## src/rtl/positional_list_engine_assert.svh

```systemverilog
// Assertion macros for the positional list engine.
// Each use sits inside a module that has clk and rst_n.
`ifndef POSITIONAL_LIST_ENGINE_ASSERT_SVH
`define POSITIONAL_LIST_ENGINE_ASSERT_SVH

`ifndef SYNTHESIS
`define PLE_ASSERT(lbl, prop, msg) \
    lbl: assert property (@(posedge clk) disable iff (!rst_n) prop) else $error(msg);
`define PLE_ASSERT_ALWAYS(lbl, prop, msg) \
    lbl: assert property (@(posedge clk) prop) else $error(msg);
`else
`define PLE_ASSERT(lbl, prop, msg)
`define PLE_ASSERT_ALWAYS(lbl, prop, msg)
`endif

`endif

```

## src/rtl/ple_pkg.sv

```systemverilog
package ple_pkg;

    localparam int DEPTH_DEF = 16;
    localparam int FUNC_W    = 4;
    localparam int WORD_W    = 32;
    localparam int POS_W     = 5;
    localparam int FIDX_W    = 4;
    localparam int CNT_W     = 5;
    localparam int STAT_W    = 2;

    typedef enum logic [FUNC_W-1:0] {
        FN_INS_FRONT = 4'd0,
        FN_INS_BACK  = 4'd1,
        FN_INS_AT    = 4'd2,
        FN_EXT_FRONT = 4'd3,
        FN_EXT_BACK  = 4'd4,
        FN_EXT_AT    = 4'd5,
        FN_RD_BACK   = 4'd6,
        FN_RD_AT     = 4'd7,
        FN_FIND      = 4'd8
    } func_t;

    typedef enum logic [STAT_W-1:0] {
        ST_OK   = 2'd0,
        ST_MISS = 2'd1,
        ST_FULL = 2'd2
    } status_t;

    typedef struct packed {
        logic [FUNC_W-1:0]        func;
        logic signed [WORD_W-1:0] data_word;
        logic [POS_W-1:0]         position;
    } in_item_t;

    typedef struct packed {
        logic signed [WORD_W-1:0] out_word;
        logic [FIDX_W-1:0]        found_index;
        status_t                  status;
        logic [CNT_W-1:0]         entry_count;
    } out_item_t;

    // broadcast to every cell
    typedef struct packed {
        logic ins;
        logic ext;
    } cell_ctl_t;

endpackage

```

## src/rtl/ple_cell.sv

```systemverilog
module ple_cell #(
    parameter int DEPTH = ple_pkg::DEPTH_DEF
) (
    input  logic                           clk,
    input  ple_pkg::cell_ctl_t             ctl,
    input  logic [$clog2(DEPTH)-1:0]       idx,
    input  logic [$clog2(DEPTH)-1:0]       at,
    input  logic [$clog2(DEPTH+1)-1:0]     cnt,
    input  logic [$clog2(DEPTH)-1:0]       pick,
    input  logic [ple_pkg::WORD_W-1:0]     key,
    input  logic [ple_pkg::WORD_W-1:0]     left,
    input  logic [ple_pkg::WORD_W-1:0]     right,
    output logic [ple_pkg::WORD_W-1:0]     value,
    output logic [ple_pkg::WORD_W-1:0]     sel_word,
    output logic                           match
);

    localparam int CW = $clog2(DEPTH + 1);

    logic [ple_pkg::WORD_W-1:0] value_reg;
    logic [ple_pkg::WORD_W-1:0] value_next;
    logic [CW-1:0]              idx_c;
    logic [CW-1:0]              at_c;
    logic                       occupied;

    assign idx_c    = CW'(idx);
    assign at_c     = CW'(at);
    assign occupied = idx_c < cnt;

    always_comb
    begin
        value_next = value_reg;
        if (ctl.ins)
        begin
            if (idx == at)
                value_next = key;
            else if (idx_c > at_c && idx_c <= cnt)
                value_next = left;
        end
        else if (ctl.ext)
        begin
            // close the gap: everything past the pick moves one toward the front
            if (idx_c >= at_c && idx_c + CW'(1) < cnt)
                value_next = right;
        end
    end

    always_ff @(posedge clk)
    begin
        value_reg <= value_next;
    end

    assign value    = value_reg;
    assign sel_word = (idx == pick) ? value_reg : '0;
    assign match    = occupied && (value_reg == key);

endmodule

```

## src/rtl/positional_list_engine.sv

```systemverilog
// channel | direction | handshake              | payload
// in      | input     | in_valid / in_ready    | in_data  (func, data_word, position)
// out     | output    | out_valid / out_ready  | out_data (out_word, found_index, status,
//         |           |                        |           entry_count)
// One word per clock while the output is not stalled: every operation finishes in the
// cycle it is accepted; the row of cells shifts and compares in parallel and the result
// lands in the output register, so out_valid rises in the cycle after acceptance.
// Reset clears the entry count and the output valid; cell contents are left as they are.
// A stalled output holds its word and keeps in_ready low until out_ready returns.
`include "positional_list_engine_assert.svh"

module positional_list_engine #(
    parameter int DEPTH = ple_pkg::DEPTH_DEF
) (
    input  logic               clk,
    input  logic               rst_n,
    input  logic               in_valid,
    output logic               in_ready,
    input  ple_pkg::in_item_t  in_data,
    output logic               out_valid,
    input  logic               out_ready,
    output ple_pkg::out_item_t out_data
);

    localparam int IW = $clog2(DEPTH);
    localparam int CW = $clog2(DEPTH + 1);
    localparam int PW = (CW > ple_pkg::POS_W) ? CW : ple_pkg::POS_W;
    localparam int XW = (IW > ple_pkg::FIDX_W) ? IW : ple_pkg::FIDX_W;
    localparam int OW = (CW > ple_pkg::CNT_W) ? CW : ple_pkg::CNT_W;

    logic [CW-1:0]              count_reg;
    logic [CW-1:0]              count_next;
    logic                       out_valid_reg;
    ple_pkg::out_item_t         out_reg;

    logic                       fire;
    ple_pkg::cell_ctl_t         ctl;
    logic [CW-1:0]              at_c;
    logic [CW-1:0]              pick_c;
    logic [PW-1:0]              pos_p;
    logic                       pos_ge;
    logic                       full;
    logic                       empty;
    logic [CW-1:0]              last;
    ple_pkg::status_t           status;
    logic [ple_pkg::WORD_W-1:0] word_res;
    logic [XW-1:0]              idx_res;
    logic [OW-1:0]              cnt_o;

    logic [ple_pkg::WORD_W-1:0] cell_val [DEPTH];
    logic [ple_pkg::WORD_W-1:0] cell_sel [DEPTH];
    logic [DEPTH-1:0]           match_vec;
    logic [DEPTH-1:0]           first_hit;
    logic [ple_pkg::WORD_W-1:0] sel_or;
    logic [XW-1:0]              first_idx;
    logic                       hit;

    assign in_ready = !out_valid_reg || out_ready;
    assign fire     = in_valid && in_ready;

    genvar g;
    generate
        for (g = 0; g < DEPTH; g++)
        begin : g_cell
            logic [ple_pkg::WORD_W-1:0] left_w;
            logic [ple_pkg::WORD_W-1:0] right_w;
            if (g == 0)
            begin : g_first
                assign left_w = '0;
            end
            else
            begin : g_mid_l
                assign left_w = cell_val[g-1];
            end
            if (g == DEPTH - 1)
            begin : g_last
                assign right_w = '0;
            end
            else
            begin : g_mid_r
                assign right_w = cell_val[g+1];
            end

            ple_cell #(.DEPTH(DEPTH)) u_cell (
                .clk      (clk),
                .ctl      (ctl),
                .idx      (IW'(g)),
                .at       (at_c[IW-1:0]),
                .cnt      (count_reg),
                .pick     (pick_c[IW-1:0]),
                .key      (in_data.data_word),
                .left     (left_w),
                .right    (right_w),
                .value    (cell_val[g]),
                .sel_word (cell_sel[g]),
                .match    (match_vec[g])
            );
        end
    endgenerate

    // isolate the lowest matching cell
    assign first_hit = match_vec & (~match_vec + DEPTH'(1));
    assign hit       = |match_vec;

    always_comb
    begin
        sel_or    = '0;
        first_idx = '0;
        for (int i = 0; i < DEPTH; i++)
        begin
            sel_or = sel_or | cell_sel[i];
            if (first_hit[i])
                first_idx = first_idx | XW'(i);
        end
    end

    assign pos_p  = PW'(in_data.position);
    assign pos_ge = pos_p >= PW'(count_reg);
    assign full   = count_reg == CW'(DEPTH);
    assign empty  = count_reg == '0;
    assign last   = count_reg - CW'(1);

    always_comb
    begin
        ctl        = '0;
        at_c       = '0;
        pick_c     = '0;
        status     = ple_pkg::ST_OK;
        word_res   = '0;
        idx_res    = '0;
        count_next = count_reg;
        unique case (ple_pkg::func_t'(in_data.func)) inside
            ple_pkg::FN_INS_FRONT, ple_pkg::FN_INS_BACK, ple_pkg::FN_INS_AT:
            begin
                if (full)
                    status = ple_pkg::ST_FULL;
                else
                begin
                    ctl.ins    = fire;
                    count_next = count_reg + CW'(1);
                    if (in_data.func == ple_pkg::FN_INS_FRONT)
                        at_c = '0;
                    else if (in_data.func == ple_pkg::FN_INS_BACK || pos_ge)
                        at_c = count_reg;
                    else
                        at_c = CW'(pos_p);
                end
            end
            ple_pkg::FN_EXT_FRONT, ple_pkg::FN_EXT_BACK, ple_pkg::FN_EXT_AT:
            begin
                if (empty)
                    status = ple_pkg::ST_MISS;
                else
                begin
                    ctl.ext    = fire;
                    count_next = last;
                    if (in_data.func == ple_pkg::FN_EXT_FRONT)
                        at_c = '0;
                    else if (in_data.func == ple_pkg::FN_EXT_BACK || pos_ge)
                        at_c = last;
                    else
                        at_c = CW'(pos_p);
                    pick_c   = at_c;
                    word_res = sel_or;
                end
            end
            ple_pkg::FN_RD_BACK:
            begin
                if (empty)
                    status = ple_pkg::ST_MISS;
                else
                begin
                    pick_c   = last;
                    word_res = sel_or;
                end
            end
            ple_pkg::FN_RD_AT:
            begin
                if (pos_ge)
                    status = ple_pkg::ST_MISS;
                else
                begin
                    pick_c   = CW'(pos_p);
                    word_res = sel_or;
                end
            end
            ple_pkg::FN_FIND:
            begin
                if (hit)
                begin
                    word_res = in_data.data_word;
                    idx_res  = first_idx;
                end
                else
                    status = ple_pkg::ST_MISS;
            end
            default:
            begin
                status = ple_pkg::ST_MISS;
            end
        endcase
    end

    assign cnt_o = OW'(count_next);

    always_ff @(posedge clk or negedge rst_n)
    begin
        if (!rst_n)
        begin
            count_reg     <= '0;
            out_valid_reg <= 1'b0;
        end
        else
        begin
            if (fire)
            begin
                count_reg     <= count_next;
                out_valid_reg <= 1'b1;
            end
            else if (out_ready)
                out_valid_reg <= 1'b0;
        end
    end

    always_ff @(posedge clk)
    begin
        if (fire)
        begin
            out_reg.out_word    <= word_res;
            out_reg.found_index <= idx_res[ple_pkg::FIDX_W-1:0];
            out_reg.status      <= status;
            out_reg.entry_count <= cnt_o[ple_pkg::CNT_W-1:0];
        end
    end

    assign out_valid = out_valid_reg;
    assign out_data  = out_reg;

    `PLE_ASSERT(a_count_bound, count_reg <= CW'(DEPTH), "entry count past depth")
    `PLE_ASSERT(a_full_holds, fire && status == ple_pkg::ST_FULL |=> count_reg == $past(count_reg), "refused insert changed count")
    `PLE_ASSERT(a_ext_dec, fire && ctl.ext |=> count_reg + CW'(1) == $past(count_reg), "extract did not drop count by one")
    `PLE_ASSERT(a_miss_zero, out_valid_reg && out_reg.status != ple_pkg::ST_OK |-> out_reg.out_word == '0, "non-ok result carries a word")
    `PLE_ASSERT_ALWAYS(a_one_op, !(ctl.ins && ctl.ext), "insert and extract together")

endmodule

```

## config.mk

```make
export PLATFORM = sky130hd
export DESIGN_NAME = positional_list_engine
export DESIGN_NICKNAME = d
export VERILOG_FILES = /design/src/rtl/ple_pkg.sv /design/src/rtl/ple_cell.sv /design/src/rtl/positional_list_engine.sv
export VERILOG_INCLUDE_DIRS = /design/src /design/src/rtl
export SDC_FILE = /design/constraint.sdc
export NUM_CORES = 2
export LEC_CHECK = 0
export BUFFER_PORTS_ARGS = -buffer_cell sky130_fd_sc_hd__buf_2
export CAP_MARGIN = 0
export CORE_MARGIN = 5
export CORE_UTILIZATION = 45
export CTS_BUF_LIST = sky130_fd_sc_hd__clkbuf_4
export DETAILED_ROUTE_END_ITERATION = 7
export PLACE_DENSITY = 0.6
export SLEW_MARGIN = 20
export SYNTH_ARGS = -nofsm -noshare
export SYNTH_HDL_FRONTEND = slang
export SYNTH_HIERARCHICAL = 1
export SYNTH_SLANG_ARGS = --single-unit
```

## constraint.sdc

```tcl
create_clock -name clk -period 7.9 [get_ports clk]
set_clock_uncertainty 0.15 [all_clocks]
set_input_delay 1.185 -clock clk [delete_from_list [all_inputs] [get_ports clk]]
set_output_delay 1.185 -clock clk [all_outputs]
set_load 0.02 [all_outputs]
```

==> impl_metrics.py <==
metrics = {
    "layout": {
        "final_cells": 6685,
        "largest_reg_flops": 512,
        "layout_common_cells": "593 x xor2_1, 559 x nor2_1, 555 x edfxtp_1",
        "final_common_cell": "xor2_1",
        "area_delta_synth_final_pct": 11.2,
        "final_core_util_pct": 50.5,
        "num-nets-final": 5497,
        "drive_above_1_share_pct": 9.18,
    },
    "logic_synthesis": {
        "synth_xor_xnor_area_share_pct": 11.7,
        "netlist_area_um2": 45600,
        "synthDistinctLibCells": 65,
        "yosys_warnings": 6,
        "ys_seq_elements": 561,
        "synth_compound_area_share_pct": 8.88,
        "synth_fa_ha_area_share_pct": 6.37,
        "syn-instance-count": 4706,
        "synth_edf_count": 555,
        "async_flop_share_pct": 1.07,
        "synthSimpleGateAreaFrac_pct": 20.3,
        "synth_top_family_by_area": "simple AND/OR/NAND/NOR gates",
        "synth-seq-area-share_pct": 36.9,
        "avgSynthCellArea_um2": 9.68,
        "synth.area.mux_share_pct": 11.3,
        "synthFlopType": "edfxtp_1",
    },
    "clock_network": {
        "clock_sinks": 561,
        "clkTransAtPathRegs_ps": 70,
        "cts_tree": "built",
        "cts.hold.buffers_added": 1,
        "clkLatencyLatePin_ps": 1050,
        "clockBufferDepth": 3,
        "numCtsBuffers": 165,
        "htree_levels": 4,
        "cts-root-buf": "clkbuf_4",
        "cts_resized": 0,
        "post_cts_buffers": 0,
    },
    "floorplan": {
        "row_count": 116,
        "die_h_um": 328,
        "core_area_um2": 100000,
        "die_width_um": 328,
        "start_util_pct": 45.4,
        "fp.dieArea_um2": 108000,
        "io_pins": 90,
    },
    "place": {
        "placed_cells": 6409,
        "dp_hpwl_um": 110000,
        "post-place-ws_ps": 1610,
        "port_buffers": 89,
        "place_congestion": 0.922,
    },
    "sta": {
        "fin_crit_sh_pct": 76.1,
        "finalSetupViolCount": 0,
        "max_slew_margin_pct": 9.07,
        "clock.fmax_ghz": 0.166,
        "worst_slew_pin_slew_ps": 1350,
        "hold_viol": 0,
        "rsz0062_at_grt": "no",
        "period_needed_ps": 6010,
        "setup_ws_ps": 1890,
        "setup_tns_ps": 0,
        "slew_viol_final": 0,
    },
    "route": {
        "avgRoutedWirePerCell_um": 22.7,
        "firstDrtPassIters": 6,
        "wl_um": 152000,
        "viasPerCell": 5.50,
        "ant_nets": 0,
        "first_iter_violations": 3935,
        "drc": 0,
        "vias": 36782,
    },
    "power_and_ir_drop": {
        "p_leak_nw": 23.5,
        "power.total_w": 0.00931,
        "power_density_nw_per_um2": 184,
        "peakVddDrop_mv": 0.126,
    },
    "critical_path": {
        "endpoint_kind": "flop",
        "required_ps": 8540,
        "worstSetupStartpointType": "flop",
        "path_max_fanout": 32,
        "arrival_ps": 6650,
        "path_class": "flop to flop",
    },
    "global_routing": {
        "grt.overflow.total": 0,
        "grt_pass1_vias": 34345,
        "antenna_found_initial": 6,
        "grt_pass1_wl_um": 225000,
        "grt_max_degree": 226,
        "grtUsageTotal_pct": 27.4,
    },
    "status": {
        "status": "completed",
    },
    "worst_hold_path": {
        "hold_path.class": "primary input to flop",
    },
    "job": {
        "maxCapViolCount": 0,
    },
}
[final cells by class]
cell class / count / area [um2]
antenna: 3 / 7.51
clock buffer: 234 / 1760
clock inverter: 38 / 315
fill: 9505 / 49600
inverter: 140 / 526
multi-input combinational: 4165 / 28400
sequential: 561 / 16800
tap: 1357 / 1700
timing repair buffer: 187 / 1220
[routing by layer]
| metal | routed length (um) | track usage, % | vias up |
|---|---|---|---|
| li1 | - | - | 17744 |
| met1 | 68700 | 40.0 | 17338 |
| met2 | 64700 | 40.6 | 1495 |
| met3 | 13900 | 6.38 | 201 |
| met4 | 4230 | 7.96 | 4 |
| met5 | 23 | 0 | - |
[report_power, final]
group,total (W),switching [W],internal (W)
clock network,0.00290,0.00138,0.00152
logic,0.00267,0.00168,0.000982
registers,0.00375,0.000232,0.00352
total,0.00931,0.00330,0.00602
[critical path: stages (launching register included)]
cell and delay (ps):
dfrtp_1 690, inv_1 110, ha_1 310, nand2_1 60, o21ai_0 420, a21boi_0 170
o31ai_1 440, a32o_1 990, xor2_1 290, nor4_4 70, buf_4 250, and2_1 220
nor4_1 1100, nand4_1 180, a22o_2 270
[synth_stat cells, types with 3 or more instances]
cell	count	area [um2]
nand2_1	39	146
buf_8	3	45.0
dfrtp_1	6	150
nand3_1	37	185
o21a_1	5	37.5
o21ai_1	33	165
or3_1	3	18.8
xnor2_1	18	158
nor4_1	259	1620
a211oi_1	19	143
and3_1	19	119
clkbuf_1	108	405
a22o_1	27	236
buf_4	48	360
o21ai_0	13	65.1
nor2_1	560	2100
nand3b_1	17	128
and2_1	514	3220
a31oi_1	20	125
mux2i_1	513	5130
a21oi_1	539	2700
nand2b_1	22	138
nor4_4	16	340
ha_1	232	2900
buf_6	49	552
a211o_1	3	26.3
nand4_1	112	701
buf_2	18	90.1
xor2_1	593	5190
nor3_1	23	115
o211a_1	17	170
mux2_2	3	33.8
buf_1	12	45.0
a22o_2	6	60.1
edfxtp_1	555	16700
o211ai_1	20	150
inv_1	140	526
nor2b_1	52	325
[through the flow]
stage / area, um2 / hold WS, ps
after floorplan: 47100 / 447
after global placement: 48500 / 374
after detailed placement: 48600 / 376
after CTS: 50600 / 66.2
after global routing: 50700 / 131
final: 50700 / 187
[kinds of logic (layout without fill, tap and decap cells)]
kind of cell,Yosys count,in the layout
AO/OA/AOI/OAI,721,721
flip-flops,561,561
adder cells (fa/ha/maj),232,232
other,2,403
multiplexers,516,516
XOR/XNOR,611,611
AND/OR/NAND/NOR,1685,1685
buffers and inverters,378,599
[path summary, 6_finish.rpt]
| kind | start | end | slack [ps] | cells after the start |
|---|---|---|---|---|
| max | count_reg[2] | out_data[21] | 1890 | 14 |
| min | in_valid | out_valid | 190 | 2 |
| max reg2reg | count_reg[2] | out_data[21] | 1890 | 14 |
| min reg2reg | out_valid | out_valid | 390 | 2 |
| max in group asynchronous | rst_n | count_reg[3] | 7110 | 2 |
| min in group asynchronous | rst_n | out_valid | 330 | 2 |
No activity file was read; power rests on OpenSTA's default activity.
